==> src/design/ffilt_pkg.sv <==
// Shared types, constants and field codes of the flow record field filter.
package ffilt_pkg;

    localparam int unsigned CFG_INDEX_W = 8;
    localparam int unsigned CFG_DATA_W  = 32;

    // Configuration register indexes.
    localparam logic [CFG_INDEX_W-1:0] REG_SRC_ADDR  = 8'd0;
    localparam logic [CFG_INDEX_W-1:0] REG_SRC_MASK  = 8'd1;
    localparam logic [CFG_INDEX_W-1:0] REG_DST_ADDR  = 8'd2;
    localparam logic [CFG_INDEX_W-1:0] REG_DST_MASK  = 8'd3;
    localparam logic [CFG_INDEX_W-1:0] REG_WIN_START = 8'd4;
    localparam logic [CFG_INDEX_W-1:0] REG_WIN_STOP  = 8'd5;
    localparam logic [CFG_INDEX_W-1:0] REG_SRC_PORT  = 8'd6;
    localparam logic [CFG_INDEX_W-1:0] REG_DST_PORT  = 8'd7;

    // Template field type codes.
    localparam logic [15:0] FT_L4_SRC_PORT   = 16'd7;
    localparam logic [15:0] FT_IPV4_SRC_ADDR = 16'd8;
    localparam logic [15:0] FT_L4_DST_PORT   = 16'd11;
    localparam logic [15:0] FT_IPV4_DST_ADDR = 16'd12;
    localparam logic [15:0] FT_LAST_SWITCHED = 16'd21;
    localparam logic [15:0] FT_FIRST_SWITCHED = 16'd22;

    localparam logic [31:0] ALL_ONES32 = 32'hFFFF_FFFF;
    localparam logic [15:0] ALL_ONES16 = 16'hFFFF;

    // Millisecond to second conversion by reciprocal multiplication.
    // The magnitude never exceeds 2^31, well inside the exact range of this
    // reciprocal.
    localparam longint unsigned MS_PER_SECOND = 1000;
    localparam int unsigned     DIV_SHIFT     = 38;
    localparam int unsigned     RECIP_W       = 29;
    localparam int unsigned     QUOT_W        = 32 + RECIP_W - DIV_SHIFT;
    localparam logic [RECIP_W-1:0] DIV_RECIP =
        RECIP_W'(((64'd1 << DIV_SHIFT) + MS_PER_SECOND - 64'd1) / MS_PER_SECOND);

    typedef struct packed {
        logic [31:0] src_addr;
        logic [31:0] src_mask;
        logic [31:0] dst_addr;
        logic [31:0] dst_mask;
        logic [31:0] win_start;
        logic [31:0] win_stop;
        logic [15:0] src_port;
        logic [15:0] dst_port;
    } t_cfg;

    // Per-field check outcome handed from the check pipeline to the verdict stage.
    typedef struct packed {
        logic fail;
        logic last;
    } t_item;

endpackage

==> src/design/ffilt_cfg.sv <==
// Configuration register file of the flow record field filter.
module ffilt_cfg (
    input  logic                               i_clk,
    input  logic                               i_rst_n,
    input  logic                               i_cfg_valid,
    output logic                               o_cfg_ready,
    input  logic [ffilt_pkg::CFG_INDEX_W-1:0]  i_cfg_index,
    input  logic [ffilt_pkg::CFG_DATA_W-1:0]   i_cfg_data,
    output ffilt_pkg::t_cfg                    o_cfg
);

    ffilt_pkg::t_cfg r_cfg;

    assign o_cfg_ready = 1'b1;
    assign o_cfg       = r_cfg;

    always_ff @(posedge i_clk) begin
        if (!i_rst_n) begin
            r_cfg.src_addr  <= ffilt_pkg::ALL_ONES32;
            r_cfg.src_mask  <= ffilt_pkg::ALL_ONES32;
            r_cfg.dst_addr  <= ffilt_pkg::ALL_ONES32;
            r_cfg.dst_mask  <= ffilt_pkg::ALL_ONES32;
            r_cfg.win_start <= ffilt_pkg::ALL_ONES32;
            r_cfg.win_stop  <= ffilt_pkg::ALL_ONES32;
            r_cfg.src_port  <= ffilt_pkg::ALL_ONES16;
            r_cfg.dst_port  <= ffilt_pkg::ALL_ONES16;
        end else if (i_cfg_valid) begin
            case (i_cfg_index)
                ffilt_pkg::REG_SRC_ADDR:  r_cfg.src_addr  <= i_cfg_data;
                ffilt_pkg::REG_SRC_MASK:  r_cfg.src_mask  <= i_cfg_data;
                ffilt_pkg::REG_DST_ADDR:  r_cfg.dst_addr  <= i_cfg_data;
                ffilt_pkg::REG_DST_MASK:  r_cfg.dst_mask  <= i_cfg_data;
                ffilt_pkg::REG_WIN_START: r_cfg.win_start <= i_cfg_data;
                ffilt_pkg::REG_WIN_STOP:  r_cfg.win_stop  <= i_cfg_data;
                ffilt_pkg::REG_SRC_PORT:  r_cfg.src_port  <= i_cfg_data[15:0];
                ffilt_pkg::REG_DST_PORT:  r_cfg.dst_port  <= i_cfg_data[15:0];
                default: ;
            endcase
        end
    end

endmodule

==> src/design/ffilt_pipe.sv <==
// Three-stage check pipeline: input, delta checks, time quotient; then verdict.
module ffilt_pipe (
    input  logic             i_clk,
    input  logic             i_rst_n,
    input  ffilt_pkg::t_cfg  i_cfg,
    input  logic             i_valid,
    output logic             o_ready,
    input  logic [15:0]      i_field_type,
    input  logic [31:0]      i_field_value,
    input  logic [31:0]      i_sys_uptime,
    input  logic [31:0]      i_export_seconds,
    input  logic             i_last_field,
    output logic             o_item_valid,
    input  logic             i_item_ready,
    output ffilt_pkg::t_item o_item
);

    typedef enum logic [1:0] {
        KIND_NONE,
        KIND_FIRST,
        KIND_LAST
    } t_kind;

    // Stage 1: input register.
    logic        r_s1_valid;
    logic [15:0] r_s1_type;
    logic [31:0] r_s1_value;
    logic [31:0] r_s1_uptime;
    logic [31:0] r_s1_secs;
    logic        r_s1_last;

    // Stage 2: delta magnitude and the checks that need no time.
    logic        r_s2_valid;
    logic [31:0] r_s2_mag;
    logic        r_s2_neg;
    logic [31:0] r_s2_secs;
    t_kind       r_s2_kind;
    logic        r_s2_fail;
    logic        r_s2_last;

    // Stage 3: whole seconds of the delta.
    logic                          r_s3_valid;
    logic [ffilt_pkg::QUOT_W-1:0]  r_s3_quot;
    logic                          r_s3_neg;
    logic [31:0]                   r_s3_secs;
    t_kind                         r_s3_kind;
    logic                          r_s3_fail;
    logic                          r_s3_last;

    logic s1_ready, s2_ready, s3_ready;

    logic [31:0] diff;
    logic [31:0] mag;
    t_kind       kind;
    logic        static_fail;
    logic [31+ffilt_pkg::RECIP_W:0] prod;
    logic [31:0] flow_secs;
    logic        time_fail;

    assign s3_ready = !r_s3_valid || i_item_ready;
    assign s2_ready = !r_s2_valid || s3_ready;
    assign s1_ready = !r_s1_valid || s2_ready;
    assign o_ready  = s1_ready;

    always_comb begin
        diff        = r_s1_value - r_s1_uptime;
        mag         = diff[31] ? (~diff + 32'd1) : diff;
        kind        = KIND_NONE;
        static_fail = 1'b0;
        case (r_s1_type)
            ffilt_pkg::FT_IPV4_SRC_ADDR: begin
                if (i_cfg.src_addr != ffilt_pkg::ALL_ONES32) begin
                    static_fail = ((r_s1_value & i_cfg.src_mask) !=
                                   (i_cfg.src_addr & i_cfg.src_mask)) ||
                                  (r_s1_value < i_cfg.src_addr);
                end
            end
            ffilt_pkg::FT_IPV4_DST_ADDR: begin
                if (i_cfg.dst_addr != ffilt_pkg::ALL_ONES32) begin
                    static_fail = ((r_s1_value & i_cfg.dst_mask) !=
                                   (i_cfg.dst_addr & i_cfg.dst_mask)) ||
                                  (r_s1_value < i_cfg.dst_addr);
                end
            end
            ffilt_pkg::FT_L4_SRC_PORT: begin
                if (i_cfg.src_port != ffilt_pkg::ALL_ONES16) begin
                    static_fail = r_s1_value[15:0] != i_cfg.src_port;
                end
            end
            ffilt_pkg::FT_L4_DST_PORT: begin
                if (i_cfg.dst_port != ffilt_pkg::ALL_ONES16) begin
                    static_fail = r_s1_value[15:0] != i_cfg.dst_port;
                end
            end
            ffilt_pkg::FT_FIRST_SWITCHED: kind = KIND_FIRST;
            ffilt_pkg::FT_LAST_SWITCHED:  kind = KIND_LAST;
            default: ;
        endcase
    end

    assign prod = {{ffilt_pkg::RECIP_W{1'b0}}, r_s2_mag} *
                  {32'd0, ffilt_pkg::DIV_RECIP};

    always_comb begin
        // Truncation toward zero: divide the magnitude, then apply the sign.
        if (r_s3_neg) begin
            flow_secs = r_s3_secs - {{(32-ffilt_pkg::QUOT_W){1'b0}}, r_s3_quot};
        end else begin
            flow_secs = r_s3_secs + {{(32-ffilt_pkg::QUOT_W){1'b0}}, r_s3_quot};
        end
        time_fail = 1'b0;
        case (r_s3_kind)
            KIND_FIRST: time_fail = (i_cfg.win_start != ffilt_pkg::ALL_ONES32) &&
                                    (i_cfg.win_start > flow_secs);
            KIND_LAST:  time_fail = (i_cfg.win_stop != ffilt_pkg::ALL_ONES32) &&
                                    (i_cfg.win_stop < flow_secs);
            default:    time_fail = 1'b0;
        endcase
    end

    assign o_item_valid = r_s3_valid;
    assign o_item.fail  = r_s3_fail || time_fail;
    assign o_item.last  = r_s3_last;

    always_ff @(posedge i_clk) begin
        if (!i_rst_n) begin
            r_s1_valid <= 1'b0;
            r_s2_valid <= 1'b0;
            r_s3_valid <= 1'b0;
        end else begin
            if (s1_ready) begin
                r_s1_valid <= i_valid;
            end
            if (s2_ready) begin
                r_s2_valid <= r_s1_valid;
            end
            if (s3_ready) begin
                r_s3_valid <= r_s2_valid;
            end
        end
    end

    always_ff @(posedge i_clk) begin
        if (s1_ready && i_valid) begin
            r_s1_type   <= i_field_type;
            r_s1_value  <= i_field_value;
            r_s1_uptime <= i_sys_uptime;
            r_s1_secs   <= i_export_seconds;
            r_s1_last   <= i_last_field;
        end
        if (s2_ready && r_s1_valid) begin
            r_s2_mag  <= mag;
            r_s2_neg  <= diff[31];
            r_s2_secs <= r_s1_secs;
            r_s2_kind <= kind;
            r_s2_fail <= static_fail;
            r_s2_last <= r_s1_last;
        end
        if (s3_ready && r_s2_valid) begin
            r_s3_quot <= prod[31+ffilt_pkg::RECIP_W:ffilt_pkg::DIV_SHIFT];
            r_s3_neg  <= r_s2_neg;
            r_s3_secs <= r_s2_secs;
            r_s3_kind <= r_s2_kind;
            r_s3_fail <= r_s2_fail;
            r_s3_last <= r_s2_last;
        end
    end

endmodule

==> src/design/flow_record_field_filter_top.sv <==
// A record's verdict reaches m_axis through a three-stage check pipeline and a result register.
// Throughput: one field beat per cycle, unless a last field waits on an unread result register.
// Fields that are not last leave no result and never wait for the output side.
// Reset (synchronous, active low) empties the pipeline, clears the drop flag and
// sets every configuration register to all ones, which disables every check.
module flow_record_field_filter_top (
    input  logic                              i_clk,
    input  logic                              i_rst_n,
    input  logic                              i_cfg_valid,
    output logic                              o_cfg_ready,
    input  logic [ffilt_pkg::CFG_INDEX_W-1:0] i_cfg_index,
    input  logic [ffilt_pkg::CFG_DATA_W-1:0]  i_cfg_data,
    input  logic                              s_axis_tvalid,
    output logic                              s_axis_tready,
    // field_type[15:0], field_value[47:16], sys_uptime[79:48], export_seconds[111:80]
    input  logic [111:0]                      s_axis_tdata,
    input  logic                              s_axis_tlast,
    output logic                              m_axis_tvalid,
    input  logic                              m_axis_tready,
    // record_pass[0], zero fill [7:1]
    output logic [7:0]                        m_axis_tdata
);

    ffilt_pkg::t_cfg  cfg;
    ffilt_pkg::t_item item;
    logic             item_valid;
    logic             item_ready;
    logic             item_take;

    logic r_drop;
    logic r_out_valid;
    logic r_out_pass;
    logic n_drop;

    ffilt_cfg u_cfg (
        .i_clk       (i_clk),
        .i_rst_n     (i_rst_n),
        .i_cfg_valid (i_cfg_valid),
        .o_cfg_ready (o_cfg_ready),
        .i_cfg_index (i_cfg_index),
        .i_cfg_data  (i_cfg_data),
        .o_cfg       (cfg)
    );

    ffilt_pipe u_pipe (
        .i_clk            (i_clk),
        .i_rst_n          (i_rst_n),
        .i_cfg            (cfg),
        .i_valid          (s_axis_tvalid),
        .o_ready          (s_axis_tready),
        .i_field_type     (s_axis_tdata[15:0]),
        .i_field_value    (s_axis_tdata[47:16]),
        .i_sys_uptime     (s_axis_tdata[79:48]),
        .i_export_seconds (s_axis_tdata[111:80]),
        .i_last_field     (s_axis_tlast),
        .o_item_valid     (item_valid),
        .i_item_ready     (item_ready),
        .o_item           (item)
    );

    // Only a last field needs room in the result register.
    assign item_ready = !item.last || !r_out_valid || m_axis_tready;
    assign item_take  = item_valid && item_ready;
    assign n_drop     = r_drop || item.fail;

    assign m_axis_tvalid = r_out_valid;
    assign m_axis_tdata  = {7'd0, r_out_pass};

    always_ff @(posedge i_clk) begin
        if (!i_rst_n) begin
            r_drop      <= 1'b0;
            r_out_valid <= 1'b0;
        end else begin
            if (m_axis_tready) begin
                r_out_valid <= 1'b0;
            end
            if (item_take) begin
                if (item.last) begin
                    r_out_valid <= 1'b1;
                    r_drop      <= 1'b0;
                end else begin
                    r_drop <= n_drop;
                end
            end
        end
    end

    always_ff @(posedge i_clk) begin
        if (item_take && item.last) begin
            r_out_pass <= !n_drop;
        end
    end

    a_drop_cleared: assert property (@(posedge i_clk) disable iff (!i_rst_n)
        item_take && item.last |=> !r_drop)
        else $error("drop flag survived the end of a record");

    a_result_source: assert property (@(posedge i_clk) disable iff (!i_rst_n)
        $rose(r_out_valid) |-> $past(item_take && item.last))
        else $error("result appeared without a last field");

    a_no_overwrite: assert property (@(posedge i_clk) disable iff (!i_rst_n)
        item_take && item.last |-> !r_out_valid || m_axis_tready)
        else $error("pending result overwritten");

    a_fail_sticks: assert property (@(posedge i_clk) disable iff (!i_rst_n)
        item_take && !item.last && item.fail |=> r_drop)
        else $error("failed check not remembered");

endmodule

==> config.mk <==
export PLATFORM = sky130hd
export DESIGN_NAME = flow_record_field_filter_top
export DESIGN_NICKNAME = d
export VERILOG_FILES = /design/src/design/ffilt_pkg.sv /design/src/design/ffilt_cfg.sv /design/src/design/ffilt_pipe.sv /design/src/design/flow_record_field_filter_top.sv
export SDC_FILE = /design/constraint.sdc
export NUM_CORES = 2
export LEC_CHECK = 0
export ABC_AREA = 1
export BUFFER_PORTS_ARGS = -buffer_cell sky130_fd_sc_hd__buf_2
export CAP_MARGIN = 10
export CORE_MARGIN = 2
export CORE_UTILIZATION = 64
export CTS_CLUSTER_DIAMETER = 60
export DETAILED_ROUTE_END_ITERATION = 12
export GPL_TIMING_DRIVEN = 0
export PLACE_DENSITY_LB_ADDON = 0.1
export SLEW_MARGIN = 20
export SYNTH_ARGS = -nofsm -noshare
export SYNTH_HDL_FRONTEND = slang
export SYNTH_SLANG_ARGS = --single-unit
==> constraint.sdc <==
create_clock -name i_clk -period 8.43 [get_ports i_clk]
set_input_delay 1.2645 -clock i_clk [delete_from_list [all_inputs] [get_ports i_clk]]
set_output_delay 1.2645 -clock i_clk [all_outputs]
set_load 0.02 [all_outputs]
# Word level (Yosys, flattened, before mapping)
# Cells that the tools add are included.
dict set report totals {
  reg_bits 472
  inputBits 158
  wordCells 115
}
dict set report classes {
  n_addsub 4
  n_mul 1
  order_cmp 4
  n_eq_ne 25
  mux 13
  n_bitwise 5
  n_reduce_logical 31
}
# cell count
set op_table {}
lappend op_table {{32-bit AND} 4}
lappend op_table {{32-bit inequality test, second input constant} 4}
lappend op_table {{32-bit less-than comparator} 3}
lappend op_table {{32-bit inequality test} 2}
lappend op_table {{32-bit by 29-bit multiplier with 61-bit output, second input constant} 1}
lappend op_table {{16-bit by 4-bit equality test with 1-bit output, second input constant} 3}
lappend op_table {{32-bit by 1-bit adder with 32-bit output, second input constant} 1}
lappend op_table {{32-bit by 23-bit adder with 32-bit output} 1}
lappend op_table {{16-bit by 5-bit equality test with 1-bit output, second input constant} 2}
lappend op_table {{8-bit by 3-bit equality test with 1-bit output, second input constant} 4}
lappend op_table {{32-bit greater-than comparator} 1}
lappend op_table {{32-bit two-way mux} 1}
lappend op_table {{16-bit inequality test} 2}
lappend op_table {{16-bit inequality test, second input constant} 2}
lappend op_table {{32-bit NOT} 1}
lappend op_table {{32-bit by 23-bit subtractor with 32-bit output} 1}
lappend op_table {{32-bit subtractor} 1}
lappend op_table {{31-bit two-way mux} 1}
lappend op_table {{16-bit by 3-bit equality test with 1-bit output, second input constant} 1}
lappend op_table {{8-bit by 2-bit equality test with 1-bit output, second input constant} 2}
lappend op_table {{2-bit AND reduction} 8}
lappend op_table {{1-bit logical OR} 9}
lappend op_table {{8-bit by 1-bit equality test with 1-bit output, second input constant} 1}
lappend op_table {{8-bit zero test} 1}
lappend op_table {{other kinds (8)} 26}

# Longest topological paths before layout
dict set report logic_depth {
  ltp_word 8
  ltp_mapped 38
  ltp_nobuf 38
}

# Modules after synthesis
# From an unflattened synthesis, not the netlist that was laid out.
dict set report unflattened {
  hier_cells 4730
  hier_area_um2 40712.8
}
# mod instances cells_each area_each_um2
set by_module_without_submodules {}
lappend by_module_without_submodules {ffilt_pipe 1 3668 32306.0}
lappend by_module_without_submodules {ffilt_cfg 1 1034 8196.6}
lappend by_module_without_submodules {flow_record_field_filter_top 1 28 210.2}

# Worst setup path after synthesis
# No wires, ideal clock.
dict set report synth_path {
  path_type {reg-to-reg}
  start {reg u_pipe.r_s2_mag[4]}
  end {reg u_pipe.r_s3_quot[18] (netlist name) (data pin)}
  setup_time_ps 265
  t_arrival_ps 6271
  setup_slack_ps 1893
  path_stages_with_launch 27
  n_path_buf 0
  period_less_slack_ps 6537
  cell_sequence {edfxtp_1 -> ha_1 -> fa_1 -> fa_1 -> inv_1 -> fa_1 -> inv_1 -> fa_1 -> inv_1 -> fa_1 -> inv_1 -> fa_1 -> inv_1 -> fa_1 -> inv_1 -> ha_1 -> a21oi_1 -> inv_1 -> a31oi_1 -> nand2_1 -> a211oi_1 -> o21ai_0 -> nor2_1 -> inv_1 -> a31oi_1 -> o21ai_0 -> xor2_1}
}
dict set report synth_between {
  elab_chain_cells 1
}
# element line_no
set synth_lines {}
lappend synth_lines {{start: declaration} ffilt_pipe.sv:34} ;# logic [31:0] r_s2_mag;
lappend synth_lines {{start signal: assignment} ffilt_pipe.sv:152} ;# r_s2_mag <= mag;
lappend synth_lines {{32-bit by 29-bit multiplier with 61-bit output} ffilt_pipe.sv:101} ;# assign prod = {{ffilt_pkg::RECIP_W{1'b0}}, r_s2_mag} *
lappend synth_lines {{via u_pipe.prod (one bit)} ffilt_pipe.sv:56} ;# logic [31+ffilt_pkg::RECIP_W:0] prod;
lappend synth_lines {{end signal: assignment} ffilt_pipe.sv:160} ;# r_s3_quot <= prod[31+ffilt_pkg::RECIP_W:ffilt_pkg::DIV_SHIFT];
lappend synth_lines {{end: declaration} ffilt_pipe.sv:43} ;# logic [ffilt_pkg::QUOT_W-1:0] r_s3_quot;
# The timed path passes the listed nets, and every way through them passes these cells.
# A chain may end at the register's enable or synchronous reset.

# Final worst setup path
dict set report layout_path {
  start {reg u_pipe.r_s2_mag[9]}
  end {reg u_pipe.r_s3_quot[21] (netlist name) (data pin)}
}
# Same word-level chain as after synthesis.

==> reports/summary.txt <==
Outcome = finished clean
DP HPWL = 90.9 mm
Final setup vio count = 0
Post-synthesis mux area share = 0%
Critical Path Max Stage Delay = 0.93 ns
# Post-CTS Setup Buffers = 0
Clock Sinks = 472
GRT Max-Usage Layer = met2
Hold path startpoint = u_pipe.r_s1_secs[9]
Worst EP required = 8.76 ns
Syn Inst Count = 4483
Flop-to-flop setup slack = 0.60 ns
ANT nets after route = 0
Clock latency on the worst-skew pair = 0.60 ns
Largest family of logic cells by synthesized area = adder cells
Total GRT Usage = 35.5%
CP endpoint kind = register
Max Cap Violations = 0
Worst-path fanout max = 11
Crit-path slowest cell = edfxtp_1
Endpoints failing hold = 0
Post-synthesis compound-gate area fraction = 10.9%
Post-Synth Simple-Gate Area = 13.6%
TritonCTS clock tree = built
First-pass GRT wire length = 174 mm
Yosys reg bits = 472
PnR worst setup slack = 0.595 ns
CTS Buf Count = 47
Minimum clock period = 7.83 ns
Initial Util = 64.8%
Fraction of layout cells with a size suffix above 1 = 5.91%
# DRC = 0
Period utilization = 92.9%
Routed wire length = 112 mm
Post-synth ARST share = 0%
Via Count = 32100
Crit start category = register
Max Buffers Root-to-Sink = 3
Worst hold path class = reg -> reg
Global Route met1 Usage = 43.4%
WP data arrival = 8.16 ns
Die footprint = 0.0645 mm²
Area grow syn2layout = 8.67%
GR Layer Usage met2 = 60.9%
Clock skew = 0.0209 ns
Die Wd = 254 µm
WHS = 0.414 ns
Setup TNS Final = 0 ns
Port Buffer Count = 159
Largest net degree at the start of global routing = 81
Worst Path Buf+Inv = 6
Clock Pin Slew Worst Setup and Hold Paths = 0.06 ns
Relative slew slack = 26.0%
Gr ovfl total = 0
Post-Synth XOR/XNOR Area = 3.17%
Avg Synthesized Cell Area = 8.92 µm²
Vert. Die Dim = 254 µm
Final GP Congestion = 0.996
Post-synthesis cell area = 0.0400 mm²
Core area = 0.0617 mm²
Number of DRC markers in iteration 0 = 2517
Post-route insts no fill = 5575
Crit path top cell by count = fa_1
Syn. warnings = 0
Cts repair resizes = 0
Placed cell count = 5489
Vias in the first global route = 32400
WL/cell = 20.1 µm
H-tree depth = 2
Launch point of the critical path = u_pipe.r_s2_mag[9]
Post-place setup slack = 0.818 ns
Initial antenna violation count = 0
Fmax = 128 MHz
CP Class = reg -> reg
Actual slew at the worst max-slew pin = 1.10 ns
Hold_buf cts = 0
Seq/Total Area, Yosys = 29.7%
Pins Over Slew Limit = 0
GR Layer Usage met3 = 4.63%
Primary FF master, synth = edfxtp_1
Synth Area in Adders = 32.9%
Antenna diodes = 0
# IOs = 169
Setup repair after global routing missed its margin = no
Router iterations before antenna repair = 6
Via density = 5.75
Yosys cell types = 59
Post-synth EDFFs = 243
RR Startpoint = u_pipe.r_s2_mag[9]
Final #Nets = 5730
Floorplan row count = 91
CP top delay family = adder cells
Root Driver = clkbuf_16
==> path summary, 6_finish.rpt <==
kind	end	depth (start not counted)
max	u_pipe.r_s3_quot[21]	26
min	u_pipe.r_s2_secs[9]	0
max reg2reg	u_pipe.r_s3_quot[21]	26
min reg2reg	u_pipe.r_s2_secs[9]	0
==> per-stage QoR <==
step                utilization, %  cell area, µm²
floorplan                        -           40000
global placement              67.8           41900
detailed placement            68.0           42000
CTS                           70.4           43500
global route                  70.4           43500
finish                        70.4           43500
==> synthesized netlist by cell type, types with 10 or more instances <==
| cell | number | area [µm²] |
|---|---|---|
| xor2_1 | 108 | 946 |
| o21ai_0 | 121 | 606 |
| nor2_1 | 228 | 856 |
| ha_1 | 571 | 7140 |
| o21a_1 | 15 | 113 |
| o21bai_1 | 10 | 75.1 |
| a21oi_1 | 197 | 986 |
| nand4_1 | 68 | 425 |
| o211ai_1 | 234 | 1760 |
| nand2_1 | 750 | 2820 |
| edfxtp_1 | 243 | 7300 |
| nor4_1 | 53 | 332 |
| xnor2_1 | 35 | 307 |
| nand3_1 | 118 | 591 |
| fa_1 | 300 | 6010 |
| inv_1 | 936 | 3510 |
| nor3_1 | 36 | 180 |
| dfxtp_1 | 229 | 4580 |
| clkbuf_1 | 69 | 259 |
| a31oi_1 | 36 | 225 |
| a21o_1 | 16 | 120 |
==> cells by family (layout without fill, tap and decap cells) <==
group	after synthesis	after routing
compound gates	683	683
xor+xnor	144	144
fa+ha+maj	871	871
buf+inv	1023	1272
flops	472	472
other cells	2	8
simple gates	1288	1288
==> layout make-up <==
class | count | area, µm²
multi-input combinational | 2994 | 24300
fill | 5038 | 18300
sequential | 472 | 11900
inverter | 941 | 3540
clock buffer | 61 | 1270
tap | 837 | 1050
timing repair buffer | 163 | 891
buffer | 82 | 353
clock inverter | 25 | 219
==> state kept, by name, summed over array words and instances, names as in the netlist, 2 cells and up <==
register and count:
u_pipe.r_s1_uptime 32, u_pipe.r_s2_kind 2, u_pipe.r_s2_mag 32, u_cfg.o_cfg 224, u_pipe.r_s2_secs 32, u_pipe.r_s3_kind 2, u_pipe.r_s1_type 16, u_pipe.r_s1_secs 32
u_pipe.r_s3_quot 23, u_pipe.r_s1_value 32, u_pipe.r_s3_secs 32
==> layer usage <==
layer / vias to the layer above / part of all wire [%]
met5: - / 0
met4: 0 / 6.1
met3: 326 / 6.7
met2: 1184 / 48
met1: 15300 / 40
li1: 15300 / -
==> worst reg2reg max path: cells and delay by family, from the launching register on <==
family / cells / cell delay (ns)
xor gates and xnor gates: 1 / 0.17
and+or+nand+nor: 4 / 0.40
buffers and inverters: 6 / 0.47
DFF: 1 / 0.93
adders and majority gates: 9 / 4.25
AOI/OAI and AO/OA: 6 / 1.34
==> cell usage in the layout, fill, tap and decap left out, types with 81 or more instances in the layout <==
cell type  netlist  final
a21oi_1        197    197
buf_2            3    162
clkbuf_1        69     81
dfxtp_1        229    229
edfxtp_1       243    243
fa_1           300    300
ha_1           571    571
inv_1          936    935
nand2_1        750    750
nand3_1        118    118
nor2_1         228    227
o211ai_1       234    234
o21ai_0        121    121
xor2_1         108    108
Power is not shown: default switching activity piles up to over one toggle a cycle in this logic, so the estimate is an artifact.
